## config.mk

```make
export PLATFORM = sky130hd
export DESIGN_NAME = qes_sqrt_cell
export DESIGN_NICKNAME = d
export VERILOG_FILES = /design/src/rtl/qes_pkg.sv /design/src/rtl/qes_sqrt_cell.sv
export SDC_FILE = /design/constraint.sdc
export NUM_CORES = 1
export LEC_CHECK = 0
export BUFFER_PORTS_ARGS = -buffer_cell sky130_fd_sc_hd__buf_2
export CORE_AREA = 4 4 183 185
export CTS_BUF_LIST = sky130_fd_sc_hd__clkbuf_16
export DETAILED_ROUTE_END_ITERATION = 10
export DIE_AREA = 0 0 187 189
export HOLD_SLACK_MARGIN = 0.15
export PLACE_DENSITY_LB_ADDON = 0.25
export SLEW_MARGIN = 5
export SYNTH_ARGS = -nofsm -noshare
export SYNTH_HDL_FRONTEND = slang
export SYNTH_SLANG_ARGS = --single-unit
```

## constraint.sdc

```tcl
create_clock -name clk_i -period 0.8 [get_ports clk_i]
set_clock_uncertainty 0.05 [all_clocks]
set_input_delay 0.08 -clock clk_i [delete_from_list [all_inputs] [get_ports clk_i]]
set_output_delay 0.08 -clock clk_i [all_outputs]
set_load 0.05 [all_outputs]
```

## src/rtl/qes_pkg.sv

```systemverilog
// Package of the quadratic equation solver: widths, codes and beat types.
`timescale 1ns / 1ps
package qes_pkg;

  localparam int COEFF_WIDTH = 32;
  localparam int FRAC_BITS   = 16;
  localparam int CEPS_W      = 16;
  localparam int DEPS_W      = 32;
  localparam int CFG_DATA_W  = 32;
  localparam int CNT_W       = 2;

  localparam int MAG_W    = COEFF_WIDTH;
  localparam int PROD_W   = 2 * MAG_W;
  localparam int DISC_W   = PROD_W + 1;
  localparam int SQ_STEPS = (DISC_W + 1) / 2;
  localparam int RAD_W    = 2 * SQ_STEPS;
  localparam int ROOT_W   = SQ_STEPS;
  localparam int SREM_W   = ROOT_W + 3;
  localparam int NUM_W    = ROOT_W + 1;
  localparam int DEN_W    = MAG_W + 1;
  localparam int DVD_W    = NUM_W + FRAC_BITS;
  localparam int DREM_W   = DEN_W + 1;
  localparam int DIV_STEPS = DVD_W;
  localparam int LATENCY  = 4 + SQ_STEPS + 1 + DIV_STEPS + 1;

  localparam logic [CEPS_W-1:0] CEPS_RESET = CEPS_W'(1);
  localparam logic [DEPS_W-1:0] DEPS_RESET = DEPS_W'(429);

  localparam logic [CNT_W-1:0] CNT_NONE = CNT_W'(0);
  localparam logic [CNT_W-1:0] CNT_ONE  = CNT_W'(1);
  localparam logic [CNT_W-1:0] CNT_TWO  = CNT_W'(2);
  localparam logic [CNT_W-1:0] CNT_INF  = CNT_W'(3);

  typedef enum logic {
    CFG_COEFF_EPS = 1'b0,
    CFG_DISC_EPS  = 1'b1
  } qes_cfg_idx_e;

  typedef enum logic [2:0] {
    KIND_NONE,
    KIND_INF,
    KIND_LIN,
    KIND_QUAD,
    KIND_ONE,
    KIND_TWO
  } qes_kind_e;

  typedef struct packed {
    logic signed [COEFF_WIDTH-1:0] coeff_a;
    logic signed [COEFF_WIDTH-1:0] coeff_b;
    logic signed [COEFF_WIDTH-1:0] coeff_c;
  } qes_in_t;

  typedef struct packed {
    logic [CNT_W-1:0]              root_count;
    logic signed [COEFF_WIDTH-1:0] root_first;
    logic signed [COEFF_WIDTH-1:0] root_second;
    logic                          saturated;
  } qes_out_t;

  // Signs, magnitudes and case of one coefficient set.
  typedef struct packed {
    qes_kind_e        kind;
    logic             na;
    logic             nb;
    logic             nc;
    logic [MAG_W-1:0] ma;
    logic [MAG_W-1:0] mb;
    logic [MAG_W-1:0] mc;
  } qes_sq_side_t;

  typedef struct packed {
    logic [RAD_W-1:0]  rad;
    logic [ROOT_W-1:0] root;
    logic [SREM_W-1:0] rem;
  } qes_sq_lane_t;

  typedef struct packed {
    logic [DVD_W-1:0]  dvd;
    logic [DEN_W-1:0]  den;
    logic [DREM_W-1:0] rem;
    logic [DVD_W-1:0]  quo;
  } qes_dv_lane_t;

  typedef struct packed {
    logic [CNT_W-1:0] count;
    logic             neg1;
    logic             neg2;
  } qes_dv_side_t;

endpackage

```

## src/rtl/qes_sqrt_cell.sv

```systemverilog
// One cell of the square root chain: settles one root bit per cycle.
`timescale 1ns / 1ps
module qes_sqrt_cell (
  input  logic                  clk_i,
  input  logic                  rst_ni,
  input  logic                  valid_i,
  input  qes_pkg::qes_sq_lane_t lane_i,
  input  qes_pkg::qes_sq_side_t side_i,
  output logic                  valid_o,
  output qes_pkg::qes_sq_lane_t lane_o,
  output qes_pkg::qes_sq_side_t side_o
);

  logic                  valid_q;
  qes_pkg::qes_sq_lane_t lane_d, lane_q;
  qes_pkg::qes_sq_side_t side_q;
  logic [qes_pkg::SREM_W-1:0] rem_sh;
  logic [qes_pkg::SREM_W-1:0] trial;

  always_comb begin
    rem_sh = {lane_i.rem[qes_pkg::SREM_W-3:0], lane_i.rad[qes_pkg::RAD_W-1 -: 2]};
    trial  = {1'b0, lane_i.root, 2'b01};
    lane_d.rad = {lane_i.rad[qes_pkg::RAD_W-3:0], 2'b00};
    if (rem_sh >= trial) begin
      lane_d.rem  = rem_sh - trial;
      lane_d.root = {lane_i.root[qes_pkg::ROOT_W-2:0], 1'b1};
    end else begin
      lane_d.rem  = rem_sh;
      lane_d.root = {lane_i.root[qes_pkg::ROOT_W-2:0], 1'b0};
    end
  end

  always_ff @(posedge clk_i or negedge rst_ni) begin
    if (!rst_ni) begin
      valid_q <= 1'b0;
    end else begin
      valid_q <= valid_i;
    end
  end

  always_ff @(posedge clk_i) begin
    lane_q <= lane_d;
    side_q <= side_i;
  end

  assign valid_o = valid_q;
  assign lane_o  = lane_q;
  assign side_o  = side_q;

endmodule

```

==> impl_metrics.json <==
{
  "outcome": "finished with violations",
  "placed_cells": 1579,
  "synth_edf_count": 0,
  "synth.area.top_cells": "dfxtp_1, ha_1, mux2_1, xnor2_1, a21oi_1",
  "violations": "hold timing, setup timing",
  "setup_tns_ps": -137930,
  "p_int_uw": 24850,
  "cts_tree": "yes",
  "critPathArrivalTime_ps": 2850,
  "grt_use_total_pct": 18.90,
  "synth.largest_area_cell": "dfxtp_1",
  "die_w_um": 187,
  "hold-path-cell-count": 1,
  "sw_frac_of_total_pct": 31.56,
  "ys.warnings.count": 0,
  "maxCapViolations": 0,
  "crit_path_top_delay_cell": "mux2_2",
  "routabilityCongestion": 0.8402,
  "cp-end-kind": "flop",
  "grt_remaining_overflow": 0,
  "clk_pin_slew_worst_paths_ps": 60,
  "ys_seq_area_share_pct": 65.42,
  "pwr-share-clk_pct": 31.3,
  "min_from": "lane_i[43]",
  "postRouteAntennaNets": 0,
  "holdPathEnd": "lane_o[44]",
  "drt-initial-drc-count": 182,
  "hp-class": "in -> reg",
  "fp-row-count": 66,
  "power_frac_comb_pct": 31.4,
  "cp_max_fo": 5,
  "start_util_pct": 22.56,
  "cts_max_level": 1,
  "postSynthAreaPerCell_um2": 12.23,
  "irDropWorstVdd_mv": 1.621,
  "root_buffer": "clkbuf_16",
  "firstDrtPassIters": 4,
  "die_area_um2": 35340,
  "drc": 0,
  "synth_top_cell_area_share_pct": 65.07,
  "multi_input_area_um2": 2482,
  "critPathRequiredTime_ps": 1160,
  "final_cells": 1870,
  "fillers": 2625,
  "worst-path-buf-inv": 5,
  "period_share_pct": 311.0,
  "clock-sinks": 236,
  "syn_to_final_growth_pct": 137.6,
  "max_stage_delay_ps": 320,
  "grt_pass1_wl_um": 51940,
  "crit_family": "compound AO/OA/AOI/OAI gates",
  "hold_violations": 4,
  "dp.final_hpwl_um": 22980,
  "rsz0062_at_grt": "yes",
  "power_density_nw_per_um2": 2114,
  "via_per_inst": 4.138,
  "async_reset_ff_share_pct": 0.4237,
  "syn_area_um2": 7229,
  "setup_viol": 273,
  "grt_max_degree": 18,
  "cellLeakagePower_uw": 0.008022,
  "antenna_found_initial": 6,
  "fmax_mhz": 401.9,
  "worstPathCellList": "buf_6 -> inv_4 -> ha_4 -> nor2b_4 -> o31a_1 -> o31a_1 -> a211o_1 -> a211oi_4 -> o31a_2 -> a21oi_2 -> a2111oi_4 -> buf_6 -> buf_6 -> buf_16 -> mux2_2",
  "pwr-share-seq_pct": 37.3,
  "post_drt_wl_per_cell_um": 19.14,
  "pre_cts_ws_ps": -2367,
  "setup_ws_ps": -1688,
  "layout.area.seq_um2": 5031,
  "syn-instance-count": 591,
  "numPortBuffers": 473,
  "routed-via-count": 7738,
  "synth_ff_type": "dfxtp_1",
  "crit_top_cell": "buf_6",
  "synth_seq_cells": 236,
  "coreArea_um2": 32040,
  "grt_pass1_vias": 8519,
  "power.switching_uw": 11460,
  "start_kind": "primary input",
  "period_needed_ps": 2488,
  "ios": 478,
  "final_nets": 1717,
  "yosys.cell_types.count": 51,
  "numCtsBuffers": 26,
  "drive_above_1_share_pct": 63.72,
  "routed_wl_um": 35790,
  "die_h_um": 189,
  "path_class": "in -> reg",
  "hold_ws_ps": -368.1,
  "drv_slew": 0,
  "cts_buffer_depth": 3
}
worst max path at each step:
| stage | cells past startpoint | start | endpoint |
|---|---|---|---|
| finish | 15 | lane_i[36] | lane_o[7] |
| global route | 15 | lane_i[36] | lane_o[7] |
| CTS | 14 | lane_i[36] | lane_o[23] |
| detailed placement | 13 | lane_i[49] | lane_o[7] |
| global placement | 13 | lane_i[49] | lane_o[7] |
| floorplan | 11 | lane_i[0] | lane_o[29] |
layer usage:
metal	GRT usage (%)	up-vias	part of all wire, %
met4	7.196	4	4.2
li1	-	3730	-
met2	34.33	312	51
met3	6.305	87	7.4
met1	20.44	3605	37
met5	0	-	0.075
power groups by stage:
| stage | combinational [uW] | clock [uW] | sequential [uW] |
|---|---|---|---|
| after floorplan | 1820 | 0 | 16500 |
| after global placement | 8180 | 0 | 13200 |
| after detailed placement | 8190 | 0 | 13200 |
| after CTS | 11000 | 11700 | 13500 |
| after global routing | 11900 | 12200 | 13600 |
| final | 11400 | 11400 | 13500 |
what timing repair did:
item,in CTS,in global routing
gates cloned,3,1
hold endpoints to repair,236,75
resized for setup,874,93
setup buffers,4,1
pin swaps,0,5
setup endpoints to repair,273,273
hold buffers,229,5
layout make-up:
class / count / area share, %
antenna: 1 / 0.01457
clock buffer: 27 / 3.934
clock inverter: 20 / 0.7794
inverter: 44 / 0.9761
multi-input combinational: 298 / 14.45
sequential: 236 / 29.29
tap: 408 / 2.972
timing repair buffer: 836 / 47.58
cell usage in the layout (no fill, tap or decap), drive strengths merged, types with 8 or more instances in the layout:
cell type and n:
xor2 12, nand2 24, mux2 32, a21o 15, xnor2 19, dlygate4sd3 234
dfxtp 235, clkbuf 28, nand4 8, inv 51, o21ai 23, a21oi 34
ha 35, buf 601, nor2 20
stage by stage:
step / utilization (%) / instance area (um2) / power [uW]
floorplan: - / 7320 / 18330
detailed placement: 34.73 / 11130 / 21380
CTS: 52.31 / 16760 / 36150
global placement: 34.73 / 11130 / 21370
global route: 53.61 / 17180 / 37770
finish: 53.61 / 17180 / 36310
Yosys cell counts, drive strengths merged, types with 2 or more instances:
| cell type | n |
|---|---|
| dfxtp | 235 |
| inv | 44 |
| ha | 35 |
| a21oi | 34 |
| mux2 | 32 |
| nand2 | 24 |
| o21ai | 23 |
| nor2 | 20 |
| xnor2 | 19 |
| a21o | 15 |
| xor2 | 12 |
| clkbuf | 9 |
| nand4 | 8 |
| nand3 | 7 |
| nor3 | 6 |
| a211oi | 5 |
| buf | 5 |
| o21a | 5 |
| a2111oi | 4 |
| or2 | 4 |
| or3 | 4 |
| a221oi | 3 |
| mux2i | 3 |
| nand2b | 3 |
| nor2b | 3 |
| o211ai | 3 |
| o21bai | 3 |
| o31a | 3 |
| a211o | 2 |
| a41oi | 2 |
| and3 | 2 |
cell families after synthesis:
group	share of synthesized area (%)
adder cells (fa/ha/maj)	6.057
AO/OA/AOI/OAI	10.45
buffers and inverters	3.427
other	0.05187
XOR/XNOR	3.756
flip-flops	65.42
AND/OR/NAND/NOR	5.434
multiplexers	5.400
state kept, by name (all words and copies together), names as in the netlist:
register	cells
side_o	102
valid_o	1
lane_o	133
Power figures use the tool's default switching activity.
