--- config.mk ---
export PLATFORM = sky130hd
export DESIGN_NAME = qes_div_cell
export DESIGN_NICKNAME = d
export VERILOG_FILES = /design/src/rtl/qes_pkg.sv /design/src/rtl/qes_div_cell.sv
export SDC_FILE = /design/constraint.sdc
export NUM_CORES = 1
export LEC_CHECK = 0
export BUFFER_PORTS_ARGS = -buffer_cell sky130_fd_sc_hd__buf_4
export CAP_MARGIN = 40
export CORE_AREA = 4 4 266 268
export DETAILED_ROUTE_END_ITERATION = 16
export DIE_AREA = 0 0 270 272
export GPL_TIMING_DRIVEN = 0
export SLEW_MARGIN = 15
export SYNTH_ARGS = -nofsm -noshare
export SYNTH_HDL_FRONTEND = slang
export SYNTH_SLANG_ARGS = --single-unit
export TNS_END_PERCENT = 5
--- constraint.sdc ---
create_clock -name clk_i -period 0.8 [get_ports clk_i]
set_input_delay 0.08 -clock clk_i [delete_from_list [all_inputs] [get_ports clk_i]]
set_output_delay 0.08 -clock clk_i [all_outputs]
set_load 0.01 [all_outputs]
--- src/rtl/qes_pkg.sv ---
// Package of the quadratic equation solver: widths, codes and beat types.
`timescale 1ns / 1ps
package qes_pkg;

  localparam int COEFF_WIDTH = 32;
  localparam int FRAC_BITS   = 16;
  localparam int CEPS_W      = 16;
  localparam int DEPS_W      = 32;
  localparam int CFG_DATA_W  = 32;
  localparam int CNT_W       = 2;

  localparam int MAG_W    = COEFF_WIDTH;
  localparam int PROD_W   = 2 * MAG_W;
  localparam int DISC_W   = PROD_W + 1;
  localparam int SQ_STEPS = (DISC_W + 1) / 2;
  localparam int RAD_W    = 2 * SQ_STEPS;
  localparam int ROOT_W   = SQ_STEPS;
  localparam int SREM_W   = ROOT_W + 3;
  localparam int NUM_W    = ROOT_W + 1;
  localparam int DEN_W    = MAG_W + 1;
  localparam int DVD_W    = NUM_W + FRAC_BITS;
  localparam int DREM_W   = DEN_W + 1;
  localparam int DIV_STEPS = DVD_W;
  localparam int LATENCY  = 4 + SQ_STEPS + 1 + DIV_STEPS + 1;

  localparam logic [CEPS_W-1:0] CEPS_RESET = CEPS_W'(1);
  localparam logic [DEPS_W-1:0] DEPS_RESET = DEPS_W'(429);

  localparam logic [CNT_W-1:0] CNT_NONE = CNT_W'(0);
  localparam logic [CNT_W-1:0] CNT_ONE  = CNT_W'(1);
  localparam logic [CNT_W-1:0] CNT_TWO  = CNT_W'(2);
  localparam logic [CNT_W-1:0] CNT_INF  = CNT_W'(3);

  typedef enum logic {
    CFG_COEFF_EPS = 1'b0,
    CFG_DISC_EPS  = 1'b1
  } qes_cfg_idx_e;

  typedef enum logic [2:0] {
    KIND_NONE,
    KIND_INF,
    KIND_LIN,
    KIND_QUAD,
    KIND_ONE,
    KIND_TWO
  } qes_kind_e;

  typedef struct packed {
    logic signed [COEFF_WIDTH-1:0] coeff_a;
    logic signed [COEFF_WIDTH-1:0] coeff_b;
    logic signed [COEFF_WIDTH-1:0] coeff_c;
  } qes_in_t;

  typedef struct packed {
    logic [CNT_W-1:0]              root_count;
    logic signed [COEFF_WIDTH-1:0] root_first;
    logic signed [COEFF_WIDTH-1:0] root_second;
    logic                          saturated;
  } qes_out_t;

  // Signs, magnitudes and case of one coefficient set.
  typedef struct packed {
    qes_kind_e        kind;
    logic             na;
    logic             nb;
    logic             nc;
    logic [MAG_W-1:0] ma;
    logic [MAG_W-1:0] mb;
    logic [MAG_W-1:0] mc;
  } qes_sq_side_t;

  typedef struct packed {
    logic [RAD_W-1:0]  rad;
    logic [ROOT_W-1:0] root;
    logic [SREM_W-1:0] rem;
  } qes_sq_lane_t;

  typedef struct packed {
    logic [DVD_W-1:0]  dvd;
    logic [DEN_W-1:0]  den;
    logic [DREM_W-1:0] rem;
    logic [DVD_W-1:0]  quo;
  } qes_dv_lane_t;

  typedef struct packed {
    logic [CNT_W-1:0] count;
    logic             neg1;
    logic             neg2;
  } qes_dv_side_t;

endpackage

--- src/rtl/qes_div_cell.sv ---
// One cell of the divider chain: one quotient bit per cycle for both roots.
`timescale 1ns / 1ps
module qes_div_cell (
  input  logic                  clk_i,
  input  logic                  rst_ni,
  input  logic                  valid_i,
  input  qes_pkg::qes_dv_lane_t lane1_i,
  input  qes_pkg::qes_dv_lane_t lane2_i,
  input  qes_pkg::qes_dv_side_t side_i,
  output logic                  valid_o,
  output qes_pkg::qes_dv_lane_t lane1_o,
  output qes_pkg::qes_dv_lane_t lane2_o,
  output qes_pkg::qes_dv_side_t side_o
);

  logic                  valid_q;
  qes_pkg::qes_dv_lane_t lane1_q, lane2_q;
  qes_pkg::qes_dv_side_t side_q;

  // Restoring division step on one lane.
  function automatic qes_pkg::qes_dv_lane_t div_step(input qes_pkg::qes_dv_lane_t l);
    qes_pkg::qes_dv_lane_t      r;
    logic [qes_pkg::DREM_W-1:0] rem_sh;
    logic [qes_pkg::DREM_W-1:0] den_x;
    r      = l;
    rem_sh = {l.rem[qes_pkg::DREM_W-2:0], l.dvd[qes_pkg::DVD_W-1]};
    den_x  = {1'b0, l.den};
    r.dvd  = {l.dvd[qes_pkg::DVD_W-2:0], 1'b0};
    if (rem_sh >= den_x) begin
      r.rem = rem_sh - den_x;
      r.quo = {l.quo[qes_pkg::DVD_W-2:0], 1'b1};
    end else begin
      r.rem = rem_sh;
      r.quo = {l.quo[qes_pkg::DVD_W-2:0], 1'b0};
    end
    return r;
  endfunction

  always_ff @(posedge clk_i or negedge rst_ni) begin
    if (!rst_ni) begin
      valid_q <= 1'b0;
    end else begin
      valid_q <= valid_i;
    end
  end

  always_ff @(posedge clk_i) begin
    lane1_q <= div_step(lane1_i);
    lane2_q <= div_step(lane2_i);
    side_q  <= side_i;
  end

  assign valid_o = valid_q;
  assign lane1_o = lane1_q;
  assign lane2_o = lane2_q;
  assign side_o  = side_q;

endmodule

==> results of run 1 <==
stage by stage:
step / instances / power, mW / TNS (ps) / area (sq um)
after floorplan: 1031 / 23.30 / -113050 / 11720
after detailed placement: 2586 / 28.57 / -152790 / 17870
after CTS: 2999 / 49.80 / -205730 / 24130
after global routing: 3013 / 52.41 / -203980 / 24970
final: 3015 / 50.27 / -186090 / 24970
after global placement: 2586 / 28.54 / -151260 / 17870
registers in the layout, summed over array words and instances, names as in the netlist:
signal	cells
lane2_o	166
valid_o	1
side_o	4
lane1_o	166
power by group through the flow:
stage	clock [mW]	sequential (mW)	combinational [mW]
floorplan	0	19.8	3.52
global placement	0	19.1	9.46
detailed placement	0	19.1	9.47
CTS	18.7	19.1	12.0
global route	19.4	19.4	13.6
finish	18.2	19.3	12.8
worst max path at each step:
stage | start | endpoint | slack, ps | cells past startpoint
global placement | lane2_i[166] | lane2_o[80] | -2390 | 15
CTS | lane2_i[166] | lane2_o[57] | -1610 | 15
finish | lane2_i[166] | lane2_o[58] | -1530 | 15
global route | lane2_i[166] | lane2_o[58] | -1550 | 15
detailed placement | lane2_i[166] | lane2_o[80] | -2430 | 15
floorplan | lane1_i[166] | lane1_o[55] | -1690 | 13
per-layer routing:
metal	wire [um]	track usage, %
met5	12	0
met4	1482	4.273
met3	4155	4.325
met2	29680	26.33
met1	23590	17.37
critical path, cell delays in order:
cell	delay (ps)
sky130_fd_sc_hd__buf_12	110
sky130_fd_sc_hd__inv_12	40
sky130_fd_sc_hd__ha_4	190
sky130_fd_sc_hd__inv_2	50
sky130_fd_sc_hd__fa_2	370
sky130_fd_sc_hd__a211oi_4	250
sky130_fd_sc_hd__o21ai_2	100
sky130_fd_sc_hd__a211o_1	310
sky130_fd_sc_hd__nand4_1	120
sky130_fd_sc_hd__nand2_1	100
sky130_fd_sc_hd__o221ai_4	180
sky130_fd_sc_hd__and2_4	260
sky130_fd_sc_hd__buf_12	130
sky130_fd_sc_hd__buf_12	120
sky130_fd_sc_hd__mux2_4	320
Yosys cell counts, types with 3 or more instances:
master	instances	area share (%)
sky130_fd_sc_hd__a211o_1	6	0.45
sky130_fd_sc_hd__a211oi_1	4	0.26
sky130_fd_sc_hd__a21o_1	43	2.8
sky130_fd_sc_hd__a21oi_1	61	2.6
sky130_fd_sc_hd__a221oi_1	3	0.23
sky130_fd_sc_hd__a31o_2	3	0.23
sky130_fd_sc_hd__a31oi_1	14	0.75
sky130_fd_sc_hd__a41oi_1	5	0.38
sky130_fd_sc_hd__and2_1	4	0.21
sky130_fd_sc_hd__and3_1	9	0.48
sky130_fd_sc_hd__and4_1	4	0.30
sky130_fd_sc_hd__buf_4	3	0.19
sky130_fd_sc_hd__buf_6	6	0.58
sky130_fd_sc_hd__clkbuf_1	19	0.61
sky130_fd_sc_hd__dfxtp_1	336	58
sky130_fd_sc_hd__ha_1	66	7.1
sky130_fd_sc_hd__inv_1	88	2.8
sky130_fd_sc_hd__mux2_2	59	5.7
sky130_fd_sc_hd__nand2_1	49	1.6
sky130_fd_sc_hd__nand3_1	16	0.69
sky130_fd_sc_hd__nand4_1	20	1.1
sky130_fd_sc_hd__nor2_1	35	1.1
sky130_fd_sc_hd__nor2b_1	6	0.32
sky130_fd_sc_hd__nor3_1	9	0.39
sky130_fd_sc_hd__o2111ai_1	4	0.30
sky130_fd_sc_hd__o211ai_1	5	0.32
sky130_fd_sc_hd__o21a_1	6	0.39
sky130_fd_sc_hd__o21ai_0	26	1.1
sky130_fd_sc_hd__o21ai_1	3	0.13
sky130_fd_sc_hd__o21bai_1	7	0.45
sky130_fd_sc_hd__o31ai_1	5	0.32
sky130_fd_sc_hd__o41ai_1	3	0.23
sky130_fd_sc_hd__or3_1	5	0.27
sky130_fd_sc_hd__xnor2_1	35	2.6
sky130_fd_sc_hd__xor2_1	24	1.8
kinds of logic after synthesis:
family	share of synthesized area (%)
XOR/XNOR	4.433
AND/OR/NAND/NOR	7.203
adder cells (fa/ha/maj)	7.428
multiplexers	5.968
flip-flops	57.92
other	0.03217
AO/OA/AOI/OAI	12.71
buffers and inverters	4.304
repair_timing:
action	CTS	global route
setup endpoints to repair	407	407
pin swaps	9	21
gates cloned	3	3
setup buffers	8	17
hold endpoints to repair	336	4
gates resized for setup	506	231
layout make-up:
class                   count  area [sq um]
fillers                  6526         43370
repair buffers           1038          9923
flip-flops and latches    337          7124
multi-input cells         576          4982
clock buffers              57          1146
well taps                 882          1104
inverters                  88         347.8
plain buffers              22         187.7
clock inverters            12         148.9
diodes                      3         7.507
==> metrics, run 1 <==
hold_sp lane1_i[84]; Hold Crit Class in2reg; async set or reset register ratio after synthesis 0.2967%; via count of the first global-routing pass about 13000; final hold vios 4; clock net sink count 337; final wirelength just under 60 mm; most used flip-flop cell after synthesis sky130_fd_sc_hd__dfxtp_1; clock root buffer master sky130_fd_sc_hd__clkbuf_16; max capacitance violation total 0; tightest hold margin -356.9 ps; weighted congestion reported at the end of routability-driven placement approximately 0.90; wire length of the first global-routing pass 84.10 mm; final cycle utilization of the critical path 291.0%; count of hold-fix buffers inserted at cts 334; pin count of the biggest net entering global routing 13; Final Util roughly 37%; Data arrival, critical path ~2800 ps; post-layout minimum cycle time ~2300 ps; HPWL Detailed about 43 mm; Worst-path clk slew 50 ps; mapped cell area ~12000 sq um; status finished with violations; Total GRT Usage between 10 and 15%; sequential share of the synthesized area a little under 60%; Setup Viol. Count Final 407; Die Width around 270 um; std cell rows 96; Die Y-Extent 272 um; Peak VDD IR approximately 1900 uV; Slew headroom a little under three fifths; DRC marker count from the first detailed-route iteration 523; Place WS -2432 ps; Warnings, synthesis 0; number of clock buffers inserted by TritonCTS 40; worst endpoint required time 1220 ps; # DRC 0; Worst Setup End Kind register; highest-count cells in the layout ignoring fill and taps sky130_fd_sc_hd__buf_4 (396), sky130_fd_sc_hd__dlygate4sd3_1 (334), sky130_fd_sc_hd__buf_6 (299), sky130_fd_sc_hd__dfxtp_2 (283), sky130_fd_sc_hd__inv_1 (81); number of detailed-routing iterations run before antenna repair 5; core area around 68000 sq um; Final Net Count about 2500; maximum clock frequency 0.4296 GHz; buffer levels on the longest clock path 3; proportion of layout cells with a drive suffix above 1 a little under three fifths; number of slew-limit violations in the final report 0; area of the die approximately 73000 sq um; area grow syn2layout 114.2%; sort of element at the start of the critical path input pin; largest driver fanout on the critical path 6; Worst Setup Path Type in2reg; H-tree depth reported by CTS 2; final worst setup slack -1528 ps; via count roughly 12000; Worst Hold End lane1_o[84]; clock tree from TritonCTS yes; Initial Util roughly 17%; detail-routed via count per cell 4.028; total I/O pin count 680; internal power roughly 37 mW; Clock Power Share between 30% and 40%; Synth Area per Inst ~11 sq um; number of distinct standard cells referenced by the synthesized netlist between 60 and 70; violations in the final reports negative hold slack, negative setup slack; actual transition at the worst max-transition pin 643.3 ps; logic gate share of total power 25.5%; switching power as a share of total power a little over a quarter; leftover overflow at the end of global routing 0; net switching component of the power 13.66 mW; cell count after synthesis between 1000 and 1500; #FFs+latches synth approximately 340; most common cell after layout, fill and taps aside sky130_fd_sc_hd__buf_4; number of cells traversed by the worst hold path 1; Cell Pwr Density slightly above 2000 nW/um^2; routed length per placed instance between 15 and 20 um; Post-synth EDFFs 0; PortBufs between 600 and 700; number of nets still failing antenna checks after routing 0; Seq pwr share about two fifths; Leak about 11 nW; setup repair after global routing missed its margin yes; antenna violations before repair 4
No activity file was read; power rests on OpenSTA's default activity.
==> run 2, diff against run 1 <==
--- a/config.mk
+++ b/config.mk
@@ -5,11 +5,12 @@
 export SDC_FILE = /design/constraint.sdc
 export NUM_CORES = 1
 export LEC_CHECK = 0
+export ABC_AREA = 1
 export BUFFER_PORTS_ARGS = -buffer_cell sky130_fd_sc_hd__buf_4
 export CAP_MARGIN = 40
-export CORE_AREA = 4 4 266 268
+export CORE_AREA = 4 4 265 267
 export DETAILED_ROUTE_END_ITERATION = 16
-export DIE_AREA = 0 0 270 272
+export DIE_AREA = 0 0 269 271
 export GPL_TIMING_DRIVEN = 0
 export SLEW_MARGIN = 15
 export SYNTH_ARGS = -nofsm -noshare
==> run 2 against run 1 <==
Power is 4.9% higher. Area after synthesis is 12% higher. Flip-flop and latch count stayed put. Global-route usage is 2.6 points higher. Core utilization is 4.1 points higher. The flow still finishes with violations (negative hold slack, negative setup slack). Sequential share of layout area is 2.9 points lower. Combinational power is 12% higher. Setup slack better by 950 ps.
==> metrics, run 2 <==
violations in the final reports negative hold slack, negative setup slack; sequential share of the synthesized area 51.66%; Worst Setup End Kind register; Total GRT Usage 17.39%; most area-consuming cells after synthesis sky130_fd_sc_hd__dfxtp_1 (51%), sky130_fd_sc_hd__nand2_1 (17%), sky130_fd_sc_hd__inv_1 (8.0%), sky130_fd_sc_hd__ha_1 (6.3%), sky130_fd_sc_hd__nor2_1 (3.0%); number of slew-limit violations in the final report 0; via count between 10000 and 15000; clock net sink count around 340; number of clock buffers inserted by TritonCTS 40; most used flip-flop cell after synthesis sky130_fd_sc_hd__dfxtp_1; total I/O pin count 680; detail-routed via count per cell roughly 4.0; pin count of the biggest net entering global routing 15; Die Y-Extent about 270 um; final wirelength about 70 mm; share of the synthesized area in the top cell type 51.46%; H-tree depth reported by CTS 2; global routing usage on met3 approximately 6.6%; highest-count cells in the layout ignoring fill and taps sky130_fd_sc_hd__nand2_1 (513), sky130_fd_sc_hd__buf_4 (429), sky130_fd_sc_hd__dlygate4sd3_1 (326), sky130_fd_sc_hd__buf_6 (284), sky130_fd_sc_hd__dfxtp_2 (248); number of detailed-routing iterations run before antenna repair 5; final worst setup slack -580.9 ps; Data arrival, critical path roughly 1800 ps; tightest hold margin -302.5 ps; buffer levels on the longest clock path 3; Hold Crit Class in2reg; largest driver fanout on the critical path 10; antenna violations before repair 9; Initial Util 19.19%; sort of element at the start of the critical path input pin; Final Net Count 3187; PortBufs between 600 and 700; cell type contributing the most total cell area after synthesis sky130_fd_sc_hd__dfxtp_1; max capacitance violation total 0; most common cell after layout, fill and taps aside sky130_fd_sc_hd__nand2_1; number of distinct standard cells referenced by the synthesized netlist 36; Worst-path clk slew roughly 60 ps; leftover overflow at the end of global routing 0; post-layout instance count excluding filler cells between 3000 and 4000; top cells by count, synth sky130_fd_sc_hd__nand2_1 (608), sky130_fd_sc_hd__dfxtp_1 (336), sky130_fd_sc_hd__inv_1 (278), sky130_fd_sc_hd__nor2_1 (104), sky130_fd_sc_hd__nand3_1 (74); gr busiest metal met2; GR Util met1 18.63%; Setup Viol. Count Final 407; maximum clock frequency roughly 0.72 GHz; clock tree from TritonCTS yes; status finished with violations; final hold vios 17; DRC marker count from the first detailed-route iteration a little under 800; Inst Count DP approximately 3200; # DRC 0; M2 GR Usage 29.79%; area of the die approximately 73000 sq um; most repeated cell in the gate-level netlist after synthesis sky130_fd_sc_hd__nand2_1; Post-synth EDFFs 0; Synth Area per Inst about 7.8 sq um; Warnings, synthesis 0; setup repair after global routing missed its margin yes; mapped cell area 13070 sq um; std cell rows 96; worst endpoint required time about 1300 ps; Worst Setup Path Type in2reg; proportion of layout cells with a drive suffix above 1 approximately 49%; cell count after synthesis around 1700; area grow syn2layout 112.0%; number of nets still failing antenna checks after routing 0; weighted congestion reported at the end of routability-driven placement between 0.9 and 1; #FFs+latches synth between 300 and 400; HPWL Detailed 50.67 mm; Cell Pwr Density 1903 nW/um^2; wire length of the first global-routing pass around 95 mm; routed length per placed instance 18.58 um; async set or reset register ratio after synthesis less than 1%; Leak approximately 13 nW; core area between 60000 and 70000 sq um; Die Width around 270 um; post-layout minimum cycle time approximately 1400 ps; Final Util between 40% and 50%; clock root buffer master sky130_fd_sc_hd__clkbuf_16; Peak VDD IR between 1500 and 2000 uV; via count of the first global-routing pass approximately 16000; final cycle utilization of the critical path 172.6%
==> run 2: cell type report <==
class / instances / area [sq um]
Multi-Input combinational cell: 1037 / 6565
Clock buffer: 54 / 1154
Timing Repair Buffer: 1062 / 10170
Clock inverter: 20 / 257.7
Antenna cell: 7 / 17.52
Fill cell: 6405 / 40400
Tap cell: 882 / 1104
Buffer: 14 / 201.4
Inverter: 286 / 1142
Sequential cell: 337 / 7096
==> run 2: critical path, stage by stage <==
cell,delay [ps]
sky130_fd_sc_hd__buf_8,70
sky130_fd_sc_hd__clkinvlp_4,130
sky130_fd_sc_hd__ha_4,330
sky130_fd_sc_hd__nand2_4,70
sky130_fd_sc_hd__nor2_4,140
sky130_fd_sc_hd__inv_2,70
sky130_fd_sc_hd__nor2_4,100
sky130_fd_sc_hd__nand2_2,60
sky130_fd_sc_hd__nor2_2,110
sky130_fd_sc_hd__nand2_1,80
sky130_fd_sc_hd__clkinv_2,60
sky130_fd_sc_hd__nor2_4,50
sky130_fd_sc_hd__nand2_8,120
sky130_fd_sc_hd__inv_8,70
sky130_fd_sc_hd__buf_12,140
sky130_fd_sc_hd__nand2_2,50
sky130_fd_sc_hd__nand2_2,70
==> run 2: worst paths after layout <==
check / start / endpoint / slack, ps / depth (start not counted)
min: lane1_i[72] / lane1_o[73] / -300 / 3
max: lane2_i[95] / lane2_o[71] / -580 / 17
min in group asynchronous: rst_ni / valid_o / 350 / 3
max in group asynchronous: rst_ni / valid_o / 350 / 3
==> run 2: layer usage <==
| layer | part of all wire (%) | vias to the layer above |
|---|---|---|
| met5 | 0 | - |
| met4 | 5.1 | 0 |
| met3 | 10 | 149 |
| met2 | 48 | 630 |
| met1 | 36 | 6849 |
| li1 | - | 7308 |
==> run 2: kinds of logic (layout without fill, tap and decap cells) <==
kind of cell | Yosys count | count (layout) | share of synthesized area, %
buffers and inverters | 300 | 1436 | 9.324
adder cells (fa/ha/maj) | 68 | 68 | 6.625
other | 1 | 9 | 0.02869
AND/OR/NAND/NOR | 857 | 859 | 27.09
AO/OA/AOI/OAI | 77 | 77 | 3.197
flip-flops | 337 | 337 | 51.66
XOR/XNOR | 31 | 31 | 2.077
==> run 2: power breakdown <==
part	internal [mW]	switching, mW
clock network	11.3	8.01
logic	7.50	6.78
registers	18.4	0.706
total	37.2	15.5
==> run 2: through the flow <==
step	TNS, ps	power, mW	instance area (sq um)	setup slack (ps)
final	-130580	52.72	27700	-580.9
after global routing	-151530	55.14	27700	-669.4
after CTS	-142090	52.40	26640	-580.7
after detailed placement	-85580	29.38	19800	-1443
after global placement	-85370	29.32	19800	-1442
after floorplan	-48500	23.85	13640	-721.5
==> run 2: repair_timing <==
action,CTS,global route
gates cloned,8,3
hold buffers,294,32
endpoints found under the hold margin,336,44
endpoints found under the setup margin,407,407
resized for setup,608,236
buffers inserted,50,4
pin swaps,80,23
